## config.mk

```make
export PLATFORM = sky130hd
export DESIGN_NAME = hid_report_field_access_flat
export DESIGN_NICKNAME = d
export VERILOG_FILES = /design/src/rtl/hrfa_pkg.sv /design/src/rtl/hrfa_channels.sv /design/src/rtl/hrfa_store.sv /design/src/rtl/hrfa_extract.sv /design/src/rtl/hid_report_field_access.sv /design/src/flat_wrapper.sv
export VERILOG_INCLUDE_DIRS = /design/src /design/src/rtl
export SDC_FILE = /design/constraint.sdc
export NUM_CORES = 2
export LEC_CHECK = 0
export BUFFER_PORTS_ARGS = -buffer_cell sky130_fd_sc_hd__buf_4
export CORE_MARGIN = 4
export CORE_UTILIZATION = 57
export DETAILED_ROUTE_END_ITERATION = 10
export HOLD_SLACK_MARGIN = 0.03
export PLACE_DENSITY_LB_ADDON = 0.3
export SETUP_SLACK_MARGIN = 0.15
export SYNTH_ARGS = -nofsm -noshare
export SYNTH_HDL_FRONTEND = slang
export SYNTH_SLANG_ARGS = --single-unit
```

## constraint.sdc

```tcl
create_clock -name clk -period 6.3 [get_ports clk]
set_input_delay 0.315 -clock clk [delete_from_list [all_inputs] [get_ports clk]]
set_output_delay 0.315 -clock clk [all_outputs]
set_load 0.005 [all_outputs]
```

## src/rtl/hid_report_field_access_assert.svh

```systemverilog
// ---------------------------------------------------------------------------
// HID report field access assertion macros
// Clocked assertion wrappers shared by the block's modules.
// ---------------------------------------------------------------------------
`ifndef HID_REPORT_FIELD_ACCESS_ASSERT_SVH
`define HID_REPORT_FIELD_ACCESS_ASSERT_SVH

// Check while out of reset.
`define HRFA_ASSERT(label, prop, msg) \
    label: assert property (@(posedge clk) disable iff (!rst_n) prop) \
        else $error(msg);

// Check at every edge, reset included.
`define HRFA_ASSERT_ALWAYS(label, prop, msg) \
    label: assert property (@(posedge clk) prop) else $error(msg);

`endif

```

## src/rtl/hrfa_pkg.sv

```systemverilog
// ---------------------------------------------------------------------------
// hrfa_pkg
// Shared types and constants of the HID report field access block.
// ---------------------------------------------------------------------------
package hrfa_pkg;

    localparam int REPORT_BYTES_DEF = 64;
    localparam int ID_BITS          = 8;
    localparam int MAX_FIELD        = 32;
    localparam int FIELD_BYTES      = 5;
    localparam int SPAN_BITS        = FIELD_BYTES * 8;

    typedef enum logic [1:0] {
        FUNC_LOAD    = 2'd0,
        FUNC_READ    = 2'd1,
        FUNC_INSERT  = 2'd2,
        FUNC_EXTRACT = 2'd3
    } func_t;

    typedef enum logic [1:0] {
        S_IDLE,
        S_RUN,
        S_EXT,
        S_DONE
    } state_t;

    typedef struct packed {
        logic rd;
        logic wr;
    } mem_ctl_t;

endpackage

```

## src/rtl/hrfa_channels.sv

```systemverilog
// ---------------------------------------------------------------------------
// hrfa channels
// Valid/ready request and response channels of the field access block.
// ---------------------------------------------------------------------------
interface hrfa_req_if;
    logic               valid;
    logic               ready;
    logic [1:0]         func;
    logic [5:0]         byte_index;
    logic [7:0]         byte_data;
    logic [7:0]         bit_offset;
    logic [5:0]         field_size;
    logic signed [32:0] log_min;
    logic signed [32:0] log_max;
    logic [31:0]        write_bits;

    modport source (
        output valid, func, byte_index, byte_data, bit_offset, field_size,
               log_min, log_max, write_bits,
        input  ready
    );
    modport sink (
        input  valid, func, byte_index, byte_data, bit_offset, field_size,
               log_min, log_max, write_bits,
        output ready
    );
endinterface

interface hrfa_rsp_if;
    logic               valid;
    logic               ready;
    logic signed [32:0] field_value;
    logic [7:0]         byte_out;

    modport source (
        output valid, field_value, byte_out,
        input  ready
    );
    modport sink (
        input  valid, field_value, byte_out,
        output ready
    );
endinterface

```

## src/rtl/hrfa_store.sv

```systemverilog
// ---------------------------------------------------------------------------
// hrfa_store
// Report byte memory: one write and one read port, registered read data,
// per-byte valid flags so that a never-written byte reads as zero.
// ---------------------------------------------------------------------------
`include "hid_report_field_access_assert.svh"

module hrfa_store #(
    parameter int REPORT_BYTES = hrfa_pkg::REPORT_BYTES_DEF,
    localparam int AW          = $clog2(REPORT_BYTES)
) (
    input  logic               clk,
    input  logic               rst_n,
    input  hrfa_pkg::mem_ctl_t ctl,
    input  logic [AW-1:0]      raddr,
    input  logic [AW-1:0]      waddr,
    input  logic [7:0]         wdata,
    output logic [7:0]         rdata
);

    logic [7:0]              mem [REPORT_BYTES];
    logic [REPORT_BYTES-1:0] valid_reg;
    logic [7:0]              rd_data_reg;
    logic                    rd_ok_reg;

    always_ff @(posedge clk)
    begin
        if (ctl.wr)
        begin
            mem[waddr] <= wdata;
        end
        if (ctl.rd)
        begin
            rd_data_reg <= mem[raddr];
        end
    end

    always_ff @(posedge clk or negedge rst_n)
    begin
        if (!rst_n)
        begin
            valid_reg <= '0;
            rd_ok_reg <= 1'b0;
        end
        else
        begin
            if (ctl.wr)
            begin
                valid_reg[waddr] <= 1'b1;
            end
            if (ctl.rd)
            begin
                rd_ok_reg <= valid_reg[raddr];
            end
        end
    end

    // bytes not written since reset read as zero
    assign rdata = rd_ok_reg ? rd_data_reg : 8'h00;

    `HRFA_ASSERT_ALWAYS(a_no_same_entry, (ctl.rd && ctl.wr) |-> (raddr != waddr), "read and write hit the same byte")

endmodule

```

## src/rtl/hrfa_extract.sv

```systemverilog
// ---------------------------------------------------------------------------
// hrfa_extract
// Two-stage field post-processing: align and mask the gathered bytes, find
// the magnitude mask, then sign-extend and clamp to the logical range.
// ---------------------------------------------------------------------------
module hrfa_extract (
    input  logic                           clk,
    input  logic                           rst_n,
    input  logic                           start,
    input  logic [hrfa_pkg::SPAN_BITS-1:0] gather,
    input  logic [2:0]                     sh,
    input  logic [31:0]                    fmask,
    input  logic signed [32:0]             log_min,
    input  logic signed [32:0]             log_max,
    output logic                           done,
    output logic signed [32:0]             value
);

    logic [hrfa_pkg::SPAN_BITS-1:0] shifted;
    logic [31:0]                    raw;
    logic [31:0]                    mlo;
    logic [31:0]                    mhi;
    logic [31:0]                    mmax;
    logic [31:0]                    sm1, sm2, sm4, sm8, sm16;
    logic [31:0]                    raw_reg;
    logic [31:0]                    ml_reg;
    logic                           s1_valid_reg;
    logic                           done_reg;
    logic signed [32:0]             value_reg;
    logic signed [32:0]             value_next;
    logic [32:0]                    ml33;
    logic [32:0]                    sign33;
    logic [32:0]                    mask33;
    logic [32:0]                    raw33;
    logic [32:0]                    val33;
    logic                           neg;

    // stage 1: align field, magnitude of each bound, fill ones below top bit
    always_comb
    begin
        shifted = gather >> sh;
        raw     = shifted[31:0] & fmask;
        mlo     = log_min[32] ? ~log_min[31:0] : log_min[31:0];
        mhi     = log_max[32] ? ~log_max[31:0] : log_max[31:0];
        mmax    = (mhi > mlo) ? mhi : mlo;
        sm1     = mmax | (mmax >> 1);
        sm2     = sm1 | (sm1 >> 2);
        sm4     = sm2 | (sm2 >> 4);
        sm8     = sm4 | (sm4 >> 8);
        sm16    = sm8 | (sm8 >> 16);
    end

    always_ff @(posedge clk)
    begin
        if (start)
        begin
            raw_reg <= raw;
            ml_reg  <= sm16;
        end
        if (s1_valid_reg)
        begin
            value_reg <= value_next;
        end
    end

    // stage 2: sign handling and clamp, lower bound tested first
    always_comb
    begin
        ml33   = {1'b0, ml_reg};
        sign33 = ml33 + 33'd1;
        mask33 = ml33 | (log_min[32] ? sign33 : 33'd0);
        raw33  = {1'b0, raw_reg} & mask33;
        neg    = log_min[32] && ((raw33 & sign33) != 33'd0);
        val33  = neg ? (raw33 | ~ml33) : raw33;
        if ($signed(val33) < log_min)
        begin
            value_next = log_min;
        end
        else if ($signed(val33) > log_max)
        begin
            value_next = log_max;
        end
        else
        begin
            value_next = $signed(val33);
        end
    end

    always_ff @(posedge clk or negedge rst_n)
    begin
        if (!rst_n)
        begin
            s1_valid_reg <= 1'b0;
            done_reg     <= 1'b0;
        end
        else
        begin
            s1_valid_reg <= start;
            done_reg     <= s1_valid_reg;
        end
    end

    assign done  = done_reg;
    assign value = value_reg;

endmodule

```

## src/rtl/hid_report_field_access.sv

```systemverilog
// An item is accepted only in the idle state, so the next one waits until
// the previous result has moved to the output register. For insert and
// extract, the byte-serial walk over the five report bytes a field can touch,
// via one read and one write port of the report memory, takes the most time.
// Reset is asynchronous and active low; the report reads as all zero after
// reset through per-byte valid flags, so no clearing pass is needed.
// ---------------------------------------------------------------------------
// hid_report_field_access
// HID report buffer with byte load/read and bit-field insert/extract.
// ---------------------------------------------------------------------------
`include "hid_report_field_access_assert.svh"

module hid_report_field_access #(
    parameter int REPORT_BYTES = hrfa_pkg::REPORT_BYTES_DEF
) (
    input  logic        clk,
    input  logic        rst_n,
    hrfa_req_if.sink    req,
    hrfa_rsp_if.source  rsp
);

    localparam int AW = $clog2(REPORT_BYTES);
    localparam int SB = hrfa_pkg::SPAN_BITS;
    localparam logic [8:0] DEPTH9 = 9'(REPORT_BYTES);
    localparam logic [2:0] LAST_CNT = 3'(hrfa_pkg::FIELD_BYTES);

    hrfa_pkg::state_t   state_reg, state_next;
    hrfa_pkg::func_t    func_reg, func_next;
    logic [2:0]         cnt_reg, cnt_next;
    logic               idx_ok_reg, idx_ok_next;
    logic [AW-1:0]      idx_reg, idx_next;
    logic [7:0]         data_reg, data_next;
    logic [AW-1:0]      base_reg, base_next;
    logic [2:0]         sh_reg, sh_next;
    logic [31:0]        fmask_reg, fmask_next;
    logic [SB-1:0]      ins_data_reg, ins_data_next;
    logic [SB-1:0]      ins_mask_reg, ins_mask_next;
    logic [SB-1:0]      gather_reg, gather_next;
    logic signed [32:0] lo_reg, lo_next;
    logic signed [32:0] hi_reg, hi_next;
    logic signed [32:0] res_fv_reg, res_fv_next;
    logic [7:0]         res_bo_reg, res_bo_next;
    logic               ext_go_reg, ext_go_next;
    logic               out_valid_reg, out_valid_next;
    logic signed [32:0] out_fv_reg, out_fv_next;
    logic [7:0]         out_bo_reg, out_bo_next;

    hrfa_pkg::mem_ctl_t mem_ctl;
    logic [AW-1:0]      raddr;
    logic [AW-1:0]      waddr;
    logic [7:0]         wdata;
    logic [7:0]         rdata;
    logic               ext_done;
    logic signed [32:0] ext_value;

    hrfa_store #(
        .REPORT_BYTES (REPORT_BYTES)
    ) u_store (
        .clk   (clk),
        .rst_n (rst_n),
        .ctl   (mem_ctl),
        .raddr (raddr),
        .waddr (waddr),
        .wdata (wdata),
        .rdata (rdata)
    );

    hrfa_extract u_extract (
        .clk     (clk),
        .rst_n   (rst_n),
        .start   (ext_go_reg),
        .gather  (gather_reg),
        .sh      (sh_reg),
        .fmask   (fmask_reg),
        .log_min (lo_reg),
        .log_max (hi_reg),
        .done    (ext_done),
        .value   (ext_value)
    );

    assign req.ready       = (state_reg == hrfa_pkg::S_IDLE);
    assign rsp.valid       = out_valid_reg;
    assign rsp.field_value = out_fv_reg;
    assign rsp.byte_out    = out_bo_reg;

    always_comb
    begin
        logic [5:0]  size_c;
        logic [31:0] fmask_c;

        state_next     = state_reg;
        func_next      = func_reg;
        cnt_next       = cnt_reg;
        idx_ok_next    = idx_ok_reg;
        idx_next       = idx_reg;
        data_next      = data_reg;
        base_next      = base_reg;
        sh_next        = sh_reg;
        fmask_next     = fmask_reg;
        ins_data_next  = ins_data_reg;
        ins_mask_next  = ins_mask_reg;
        gather_next    = gather_reg;
        lo_next        = lo_reg;
        hi_next        = hi_reg;
        res_fv_next    = res_fv_reg;
        res_bo_next    = res_bo_reg;
        ext_go_next    = 1'b0;
        out_valid_next = out_valid_reg && !rsp.ready;
        out_fv_next    = out_fv_reg;
        out_bo_next    = out_bo_reg;
        mem_ctl        = '0;
        raddr          = base_reg + AW'(cnt_reg);
        waddr          = base_reg + AW'(cnt_reg) - AW'(1);
        wdata          = (rdata & ~ins_mask_reg[7:0]) | ins_data_reg[7:0];

        size_c  = (req.field_size > 6'(hrfa_pkg::MAX_FIELD)) ?
                  6'(hrfa_pkg::MAX_FIELD) : req.field_size;
        fmask_c = size_c[5] ? 32'hFFFF_FFFF : ((32'd1 << size_c[4:0]) - 32'd1);

        unique case (state_reg)
            hrfa_pkg::S_IDLE:
            begin
                if (req.valid)
                begin
                    func_next     = hrfa_pkg::func_t'(req.func);
                    cnt_next      = 3'd0;
                    idx_ok_next   = ({3'b000, req.byte_index} < DEPTH9);
                    idx_next      = AW'(req.byte_index);
                    data_next     = req.byte_data;
                    // field starts one byte in, past the report ID
                    base_next     = AW'({1'b0, req.bit_offset[7:3]} +
                                        6'(hrfa_pkg::ID_BITS / 8));
                    sh_next       = req.bit_offset[2:0];
                    fmask_next    = fmask_c;
                    ins_data_next = {8'h00, req.write_bits & fmask_c} << req.bit_offset[2:0];
                    ins_mask_next = {8'h00, fmask_c} << req.bit_offset[2:0];
                    lo_next       = req.log_min;
                    hi_next       = req.log_max;
                    res_fv_next   = '0;
                    res_bo_next   = 8'h00;
                    state_next    = hrfa_pkg::S_RUN;
                end
            end

            hrfa_pkg::S_RUN:
            begin
                unique case (func_reg) inside
                    hrfa_pkg::FUNC_LOAD:
                    begin
                        mem_ctl.wr = idx_ok_reg;
                        waddr      = idx_reg;
                        wdata      = data_reg;
                        state_next = hrfa_pkg::S_DONE;
                    end
                    hrfa_pkg::FUNC_READ:
                    begin
                        raddr = idx_reg;
                        if (cnt_reg == 3'd0)
                        begin
                            mem_ctl.rd = idx_ok_reg;
                            cnt_next   = 3'd1;
                        end
                        else
                        begin
                            res_bo_next = idx_ok_reg ? rdata : 8'h00;
                            state_next  = hrfa_pkg::S_DONE;
                        end
                    end
                    hrfa_pkg::FUNC_INSERT, hrfa_pkg::FUNC_EXTRACT:
                    begin
                        // read byte cnt, while byte cnt-1 comes back
                        mem_ctl.rd = (cnt_reg != LAST_CNT);
                        if (cnt_reg != 3'd0)
                        begin
                            if (func_reg == hrfa_pkg::FUNC_INSERT)
                            begin
                                mem_ctl.wr    = 1'b1;
                                ins_data_next = ins_data_reg >> 8;
                                ins_mask_next = ins_mask_reg >> 8;
                            end
                            else
                            begin
                                gather_next = {rdata, gather_reg[SB-1:8]};
                            end
                        end
                        if (cnt_reg == LAST_CNT)
                        begin
                            if (func_reg == hrfa_pkg::FUNC_INSERT)
                            begin
                                state_next = hrfa_pkg::S_DONE;
                            end
                            else
                            begin
                                ext_go_next = 1'b1;
                                state_next  = hrfa_pkg::S_EXT;
                            end
                        end
                        else
                        begin
                            cnt_next = cnt_reg + 3'd1;
                        end
                    end
                endcase
            end

            hrfa_pkg::S_EXT:
            begin
                if (ext_done)
                begin
                    res_fv_next = ext_value;
                    state_next  = hrfa_pkg::S_DONE;
                end
            end

            hrfa_pkg::S_DONE:
            begin
                // hold until the output register is free
                if (!out_valid_reg || rsp.ready)
                begin
                    out_valid_next = 1'b1;
                    out_fv_next    = res_fv_reg;
                    out_bo_next    = res_bo_reg;
                    state_next     = hrfa_pkg::S_IDLE;
                end
            end
        endcase
    end

    always_ff @(posedge clk or negedge rst_n)
    begin
        if (!rst_n)
        begin
            state_reg     <= hrfa_pkg::S_IDLE;
            cnt_reg       <= 3'd0;
            ext_go_reg    <= 1'b0;
            out_valid_reg <= 1'b0;
        end
        else
        begin
            state_reg     <= state_next;
            cnt_reg       <= cnt_next;
            ext_go_reg    <= ext_go_next;
            out_valid_reg <= out_valid_next;
        end
    end

    always_ff @(posedge clk)
    begin
        func_reg     <= func_next;
        idx_ok_reg   <= idx_ok_next;
        idx_reg      <= idx_next;
        data_reg     <= data_next;
        base_reg     <= base_next;
        sh_reg       <= sh_next;
        fmask_reg    <= fmask_next;
        ins_data_reg <= ins_data_next;
        ins_mask_reg <= ins_mask_next;
        gather_reg   <= gather_next;
        lo_reg       <= lo_next;
        hi_reg       <= hi_next;
        res_fv_reg   <= res_fv_next;
        res_bo_reg   <= res_bo_next;
        out_fv_reg   <= out_fv_next;
        out_bo_reg   <= out_bo_next;
    end

    `HRFA_ASSERT(a_accept_leaves_idle, (req.valid && req.ready) |=> (state_reg != hrfa_pkg::S_IDLE), "item accepted but sequencer stayed idle")
    `HRFA_ASSERT(a_ext_done_in_ext, ext_done |-> (state_reg == hrfa_pkg::S_EXT), "extract result outside extract wait")
    `HRFA_ASSERT(a_fv_zero_not_extract, ((state_reg == hrfa_pkg::S_DONE) && (func_reg != hrfa_pkg::FUNC_EXTRACT)) |-> (res_fv_reg == 33'sd0), "field value set by non-extract item")
    `HRFA_ASSERT(a_bo_zero_not_read, ((state_reg == hrfa_pkg::S_DONE) && (func_reg != hrfa_pkg::FUNC_READ)) |-> (res_bo_reg == 8'h00), "byte out set by non-read item")

endmodule

```

## src/flat_wrapper.sv

```systemverilog
// flat-port wrapper written by rule: the top's interface ports become plain ports
module hid_report_field_access_flat 
#(
    parameter int REPORT_BYTES = hrfa_pkg::REPORT_BYTES_DEF
)
  (clk, rst_n, req_valid, req_func, req_byte_index, req_byte_data, req_bit_offset, req_field_size, req_log_min, req_log_max, req_write_bits, req_ready, rsp_valid, rsp_field_value, rsp_byte_out, rsp_ready);
  hrfa_req_if req_i ();
  hrfa_rsp_if rsp_i ();
  input  logic clk;
  input  logic rst_n;
  input wire logic [$bits(req_i.valid)-1:0] req_valid;
  input wire logic [$bits(req_i.func)-1:0] req_func;
  input wire logic [$bits(req_i.byte_index)-1:0] req_byte_index;
  input wire logic [$bits(req_i.byte_data)-1:0] req_byte_data;
  input wire logic [$bits(req_i.bit_offset)-1:0] req_bit_offset;
  input wire logic [$bits(req_i.field_size)-1:0] req_field_size;
  input wire logic [$bits(req_i.log_min)-1:0] req_log_min;
  input wire logic [$bits(req_i.log_max)-1:0] req_log_max;
  input wire logic [$bits(req_i.write_bits)-1:0] req_write_bits;
  output wire logic [$bits(req_i.ready)-1:0] req_ready;
  output wire logic [$bits(rsp_i.valid)-1:0] rsp_valid;
  output wire logic [$bits(rsp_i.field_value)-1:0] rsp_field_value;
  output wire logic [$bits(rsp_i.byte_out)-1:0] rsp_byte_out;
  input wire logic [$bits(rsp_i.ready)-1:0] rsp_ready;
  assign req_i.valid = req_valid;
  assign req_i.func = req_func;
  assign req_i.byte_index = req_byte_index;
  assign req_i.byte_data = req_byte_data;
  assign req_i.bit_offset = req_bit_offset;
  assign req_i.field_size = req_field_size;
  assign req_i.log_min = req_log_min;
  assign req_i.log_max = req_log_max;
  assign req_i.write_bits = req_write_bits;
  assign req_ready = req_i.ready;
  assign rsp_valid = rsp_i.valid;
  assign rsp_field_value = rsp_i.field_value;
  assign rsp_byte_out = rsp_i.byte_out;
  assign rsp_i.ready = rsp_ready;
  hid_report_field_access #(.REPORT_BYTES(REPORT_BYTES)) u_core (.clk(clk), .rst_n(rst_n), .req(req_i), .rsp(rsp_i));
endmodule
```

### Word level (Yosys, flattened, before mapping)

Memory sizes are Yosys's and may differ from the RTL's. A register that Yosys moved wholly into a read port is not among the register bits.
Index checks and enable logic that the tools add are counted.
W data, S select, Z words.

| storage, ports and cells | value |
|---|---|
| bits of input ports | 132 |
| flip-flop bits (word level) | 496 |
| memory bits (writable) | 512 |
| word-level logic and storage cells | 170 |
| memories | 1 |

| operators by class | value |
|---|---|
| bitwise logic cells | 19 |
| multiplexer cells | 64 |
| shift operators | 4 |
| order comparisons | 7 |
| equality and inequality tests | 21 |
| reductions and logical operators | 22 |
| $add $sub $neg | 6 |

Memories:

| memory | words | bits a word | read ports | clocked after memory_dff | wr ports | line | text |
|---|---|---|---|---|---|---|---|
| u_core.u_store.mem | 64 | 8 | 1 | 1 | 1 | hrfa_store.sv:21 | `logic [7:0] mem [REPORT_BYTES];` |

Operators with widths:

| cell | number |
|---|---|
| $mux W40 | 8 |
| $mux W33 | 6 |
| $pmux W40 S2 | 2 |
| $mux W32 | 4 |
| $shl A32 B3 Y40 | 2 |
| $pmux W33 S2 | 1 |
| $and A32 B32 Y32 | 2 |
| $not A32 Y32 | 2 |
| $or A64 B64 Y64 | 1 |
| $mux W8 | 6 |
| $shr A40 B3 Y32 | 1 |
| $add A32 B1 Y33 const B | 1 |
| $and A32 B33 Y33 | 1 |
| $and A33 B33 Y33 | 1 |
| $gt A33 B33 Y1 | 1 |
| $lt A33 B33 Y1 | 1 |
| $not A32 Y33 | 1 |
| $or A32 B33 Y33 | 1 |
| $or A33 B33 Y33 | 1 |
| $reduce_bool A33 Y1 | 1 |
| $gt A32 B32 Y1 | 1 |
| $or A32 B16 Y32 | 1 |
| $or A32 B24 Y32 | 1 |
| $or A32 B28 Y32 | 1 |
| other kinds (46) | 95 |

### Longest topological paths before layout

| depth | value |
|---|---|
| word-level depth | 11 |
| gate-level depth with buffers | 23 |
| depth with buffers taken out | 20 |

### By module

From an unflattened synthesis, not the netlist that was laid out.

| unflattened totals | value |
|---|---|
| cells, all modules | 3373 |
| area, all modules | 48450.2 sq um |

By module, submodules not included:

| module | cells an instance | instances | sequential area each (sq um) | area each (sq um) |
|---|---|---|---|---|
| hrfa_store | 1044 | 1 | 17241.5 | 22699.3 |
| hid_report_field_access | 1180 | 1 | 9874.5 | 15016.9 |
| hrfa_extract | 1149 | 1 | 2962.8 | 10734.0 |

### Worst setup path after synthesis

OpenSTA, ideal clock, no wires.

| timing path | value |
|---|---|
| path kind | register -> register |
| start point | register u_core.state_reg[1] |
| end point | register u_core.ins_data_reg[0] (enable) |
| stages on the path, launching flop included | 7 |
| period minus slack after synthesis | 5.498 ns |
| setup slack | 0.802 ns |
| arrival | 4.958 ns |
| path buffers | 3 |
| library setup time | 0.540 ns |
| required time | 5.760 ns |
| path through | dfrtp_1 > inv_1 > ha_1 > clkbuf_1 > clkbuf_1 > buf_1 > a21oi_1 |

| on the way | value |
|---|---|
| longest elaborated chain between the ends | 3 |

RTL lines:

| what | line | text |
|---|---|---|
| start: declaration | hid_report_field_access.sv:27 | `hrfa_pkg::state_t state_reg, state_next;` |
| start signal: assignment | hid_report_field_access.sv:233 | `state_reg <= hrfa_pkg::S_IDLE;` |
| start signal: assignment | hid_report_field_access.sv:240 | `state_reg <= state_next;` |
| $eq A2 B1 Y1 / $logic_not A2 Y1 (equally long branches) | hid_report_field_access.sv:120 | `unique case (state_reg)` |
| $ne A2 B1 Y1 (no line) (tied with other cells) | -- |  |
| $reduce_and A5 Y1 (no line) * | -- |  |
| end signal: assignment | hid_report_field_access.sv:256 | `ins_data_reg <= ins_data_next;` |
| end: declaration | hid_report_field_access.sv:36 | `logic [SB-1:0] ins_data_reg, ins_data_next;` |

Every way passes the cells marked *; elsewhere a longest branch is shown, timed or not.
A chain may end at the register's enable or synchronous reset.

### Worst setup path in the final report

| timing path | value |
|---|---|
| start point | register u_core.u_extract.ml_reg[0] |
| end point | register u_core.u_extract.value_reg[18], in the netlist u_core.u_extract.value[18], data pin |

| on the way | value |
|---|---|
| longest elaborated chain between the ends | 11 |

RTL lines:

| what | line | text |
|---|---|---|
| start: declaration | hrfa_extract.sv:26 | `logic [31:0] ml_reg;` |
| start signal: assignment | hrfa_extract.sv:58 | `ml_reg <= sm16;` |
| $add A32 B1 Y33 | hrfa_extract.sv:70 | `sign33 = ml33 + 33'd1;` |
| $mux W33 | hrfa_extract.sv:71 | `mask33 = ml33 \| (log_min[32] ? sign33 : 33'd0);` |
| $or A32 B33 Y33 | hrfa_extract.sv:71 |  |
| $and A32 B33 Y33 | hrfa_extract.sv:72 | `raw33 = {1'b0, raw_reg} & mask33;` |
| $and A33 B33 Y33 | hrfa_extract.sv:73 | `neg = log_min[32] && ((raw33 & sign33) != 33'd0);` |
| $reduce_bool A33 Y1 | hrfa_extract.sv:73 |  |
| $logic_and A1 B1 Y1 | hrfa_extract.sv:73 |  |
| $mux W33 * | hrfa_extract.sv:74 | `val33 = neg ? (raw33 \| ~ml33) : raw33;` |
| $gt A33 B33 Y1 | hrfa_extract.sv:79 | `else if ($signed(val33) > log_max)` |
| $mux W33 | hrfa_extract.sv:79 |  |
| $mux W33 * | hrfa_extract.sv:75 | `if ($signed(val33) < log_min)` |
| via u_core.u_extract.value_next[18] | hrfa_extract.sv:30 | `logic signed [32:0] value_next;` |
| end signal: assignment | hrfa_extract.sv:62 | `value_reg <= value_next;` |
| end: declaration | hrfa_extract.sv:29 | `logic signed [32:0] value_reg;` |

The timed path passes the listed nets; every way through them passes the cells marked *.

==> results.yml <==
clocking:
  cts_tree: "built"
  cts_buffer_depth: 3
  cts_sinks: 1014
  path_clk_slew_ps: 70
  cts-root-buf: "clkbuf_16"
  clk_latency_ps: 690
  h-tree-depth: 3
  cts_buffers: 101
power_and_ir_drop:
  irDropWorstVdd_v: 0.0002856
  powerDensity_nw_per_um2: 249.7
  p_leak_uw: 0.01977
timing:
  final_hold_viol_count: 0
  setup_violations: 0
  grt_setup_unrepaired: "false"
  slew_headroom: 0.2488
  timing.final.crit_share: 0.9067
  skew_ps: 52.99
  timing.setup.tns_ps: 0
  tightestPinTransition_ps: 1115
  finalMaxSlewViolations: 0
  fmax_mhz: 175.1
  period_needed_ps: 5712
place:
  port_buffers: 174
  dp.final_hpwl_mm: 89.84
  gp_congestion: 1.013
floorplanning:
  rows: 106
  pin_count: 175
  fp.dieH_um: 299.6
  dieArea_sq_um: 89750
  initial_core_util: 0.5772
  die_w_um: 299.6
  coreArea_sq_um: 83950
critical_path:
  cp.arrival_ps: 6250
  startpoint_type: "flop"
  cp_slowest_cell: "or4_1"
  cp_cell_sequence: "ha_1 > nand3_2 > nor4_2 > buf_4 > nand3_1 > a221oi_1 > nor4_2 > nor3b_2 > a21o_2 > o21ai_0 > ha_1 > and4_1 > nand4_1 > nor2_1 > or4_1 > nand3b_1 > a31o_2 > nor2_2 > buf_4 > o31a_1"
  crit_fanout: 10
  max_stage_delay_ps: 570
  worstSetupPathType: "flop to flop"
  crit_required_ps: 6830
  end_kind: "flop"
global_routing:
  gr-total-overflow: 0
  grt_use_total: 0.2953
  grt_pass1_vias: 31150
  antenna_found_initial: 3
  grt_pass1_wl_mm: 199.6
  grt_max_degree: 86
synthesis:
  yosys_warnings: 0
  syn-num-nets: 3763
  synth-edff-count: 940
  ys_seq_area_frac: 0.6207
  synth_area_leaders: "edfxtp_1 (58%), mux4_2 (7.9%), dfrtp_1 (3.8%)"
  yosys.area.top_type_share: 0.5825
  yosys.area.top_type: "edfxtp_1"
  syn-cell-area_sq_um: 48460
  syn-mean-instance-area_sq_um: 13.77
  async_reset_ff_frac: 0.07298
  synthFlopType: "edfxtp_1"
  yosysUniqueCellTypes: 90
  syn_inst: 3520
  ys_ff_latch: 1014
route:
  drc: 0
  vias: 31700
  wl_mm: 132.6
  dr.pass1.iters: 6
  viasPerCell: 6.364
  wl_per_cell_um: 26.62
  ant_nets: 0
  drtIter0Drc: 3902
cells_and_area:
  final_common_cell: "edfxtp_1"
  final_util: 0.6612
  fillers: 5850
  largest_reg_flops: 512
  syn_to_final_growth_pct: 14.54
  multiInputGateArea_sq_um: 17150
  final_cell_mix: "edfxtp_1 (940), buf_4 (257), nand2_1 (244)"
  nNetsFinal: 4006
  drive_gt1_frac: 0.1778
  regArea_sq_um: 30080
  antennaDiodeCount: 0
hold_path:
  min_path_type: "primary input to flop"
flow_run:
  max_cap_viol_count: 0
status:
  status: "finished, final reports clean"
[Yosys cell counts (all sizes together) (45+ instances only)]
cell type / count
a211oi: 54
a21oi: 141
and2: 68
buf: 69
clkbuf: 145
dfrtp: 74
edfxtp: 940
ha: 110
inv: 137
mux2: 45
mux2i: 156
mux4: 171
nand2: 245
nand3: 86
nor2: 204
nor2b: 71
nor3: 69
o21ai: 177
o21bai: 67
[timing repair]
item,4_1_cts,5_1_grt
setup buffers,0,3
setup endpoints to repair,0,32
hold endpoints to repair,166,0
hold buffers,94,0
gates resized for setup,0,4
[critical path, delay by kind of cell, from the launching register on]
family | cells | cell delay, ps
AOI/OAI and AO/OA | 5 | 1510
and+or+nand+nor | 11 | 2510
DFF | 1 | 460
adders and majority gates | 2 | 590
buffers and inverters | 2 | 490
[where the power goes]
part | switching, uW | leakage (uW) | internal, uW | total (uW)
clock network | 2600 | 0.00165 | 3530 | 6120
logic | 264 | 0.00862 | 195 | 459
registers | 0 | 0.00950 | 7280 | 7280
total | 2860 | 0.0198 | 11000 | 13900
[area by class of cell]
cell class	count	area share
clock buffers	120	0.04792
clock inverters	67	0.01341
inverters	139	0.009400
well taps	1134	0.02556
multi-input cells	2153	0.3090
flip-flops and latches	1014	0.5419
repair buffers	354	0.05279
[path summary, 6_finish.rpt]
check                                      startpoint                           end  slack (ps)  cells after the start
setup / recovery           u_core.u_extract.ml_reg[0]    u_core.u_extract.value[18]         590                     20
hold / removal                     req_write_bits[31]       u_core.ins_data_reg[38]          70                      3
setup reg to reg           u_core.u_extract.ml_reg[0]    u_core.u_extract.value[18]         590                     20
hold reg to reg                  u_core.res_fv_reg[5]     u_core.rsp.field_value[5]         420                      0
max in group asynchronous                       rst_n             u_core.ext_go_reg        5180                      2
min in group asynchronous                       rst_n  u_core.u_store.valid_reg[37]         430                      2
[layer usage]
metal  vias up  global-route usage  part of all wire
met2      1639              0.4525              0.46
met3       313             0.05606             0.089
li1      14020                   -                 -
met1     15720              0.4145              0.40
met5         -                   0           0.00020
met4         6              0.1369             0.052
[cell families (layout without fill, tap and decap cells)]
logic type | Yosys count | after routing | share of synthesized area
flops | 1014 | 1014 | 0.6207
simple gates | 904 | 904 | 0.09218
compound gates | 690 | 690 | 0.09305
mux | 372 | 372 | 0.1222
buf+inv | 353 | 680 | 0.02928
fa+ha+maj | 111 | 111 | 0.02881
xor+xnor | 76 | 76 | 0.01374
[per-stage QoR]
| step | total power, uW | cell area, sq um | setup WS, ps | hold WS, ps | instances |
|---|---|---|---|---|---|
| after CTS | 13920 | 55480 | 475.0 | 31.54 | 4978 |
| after floorplan | 7637 | 48460 | 802.3 | 19.41 | 3520 |
| after global placement | 7810 | 51130 | 527.7 | 401.0 | 4697 |
| after global routing | 14280 | 55510 | 180.8 | 117.2 | 4981 |
| final | 13860 | 55510 | 587.7 | 74.70 | 4981 |
| after detailed placement | 7812 | 51130 | 511.7 | 404.5 | 4697 |
Power figures use the tool's default switching activity.
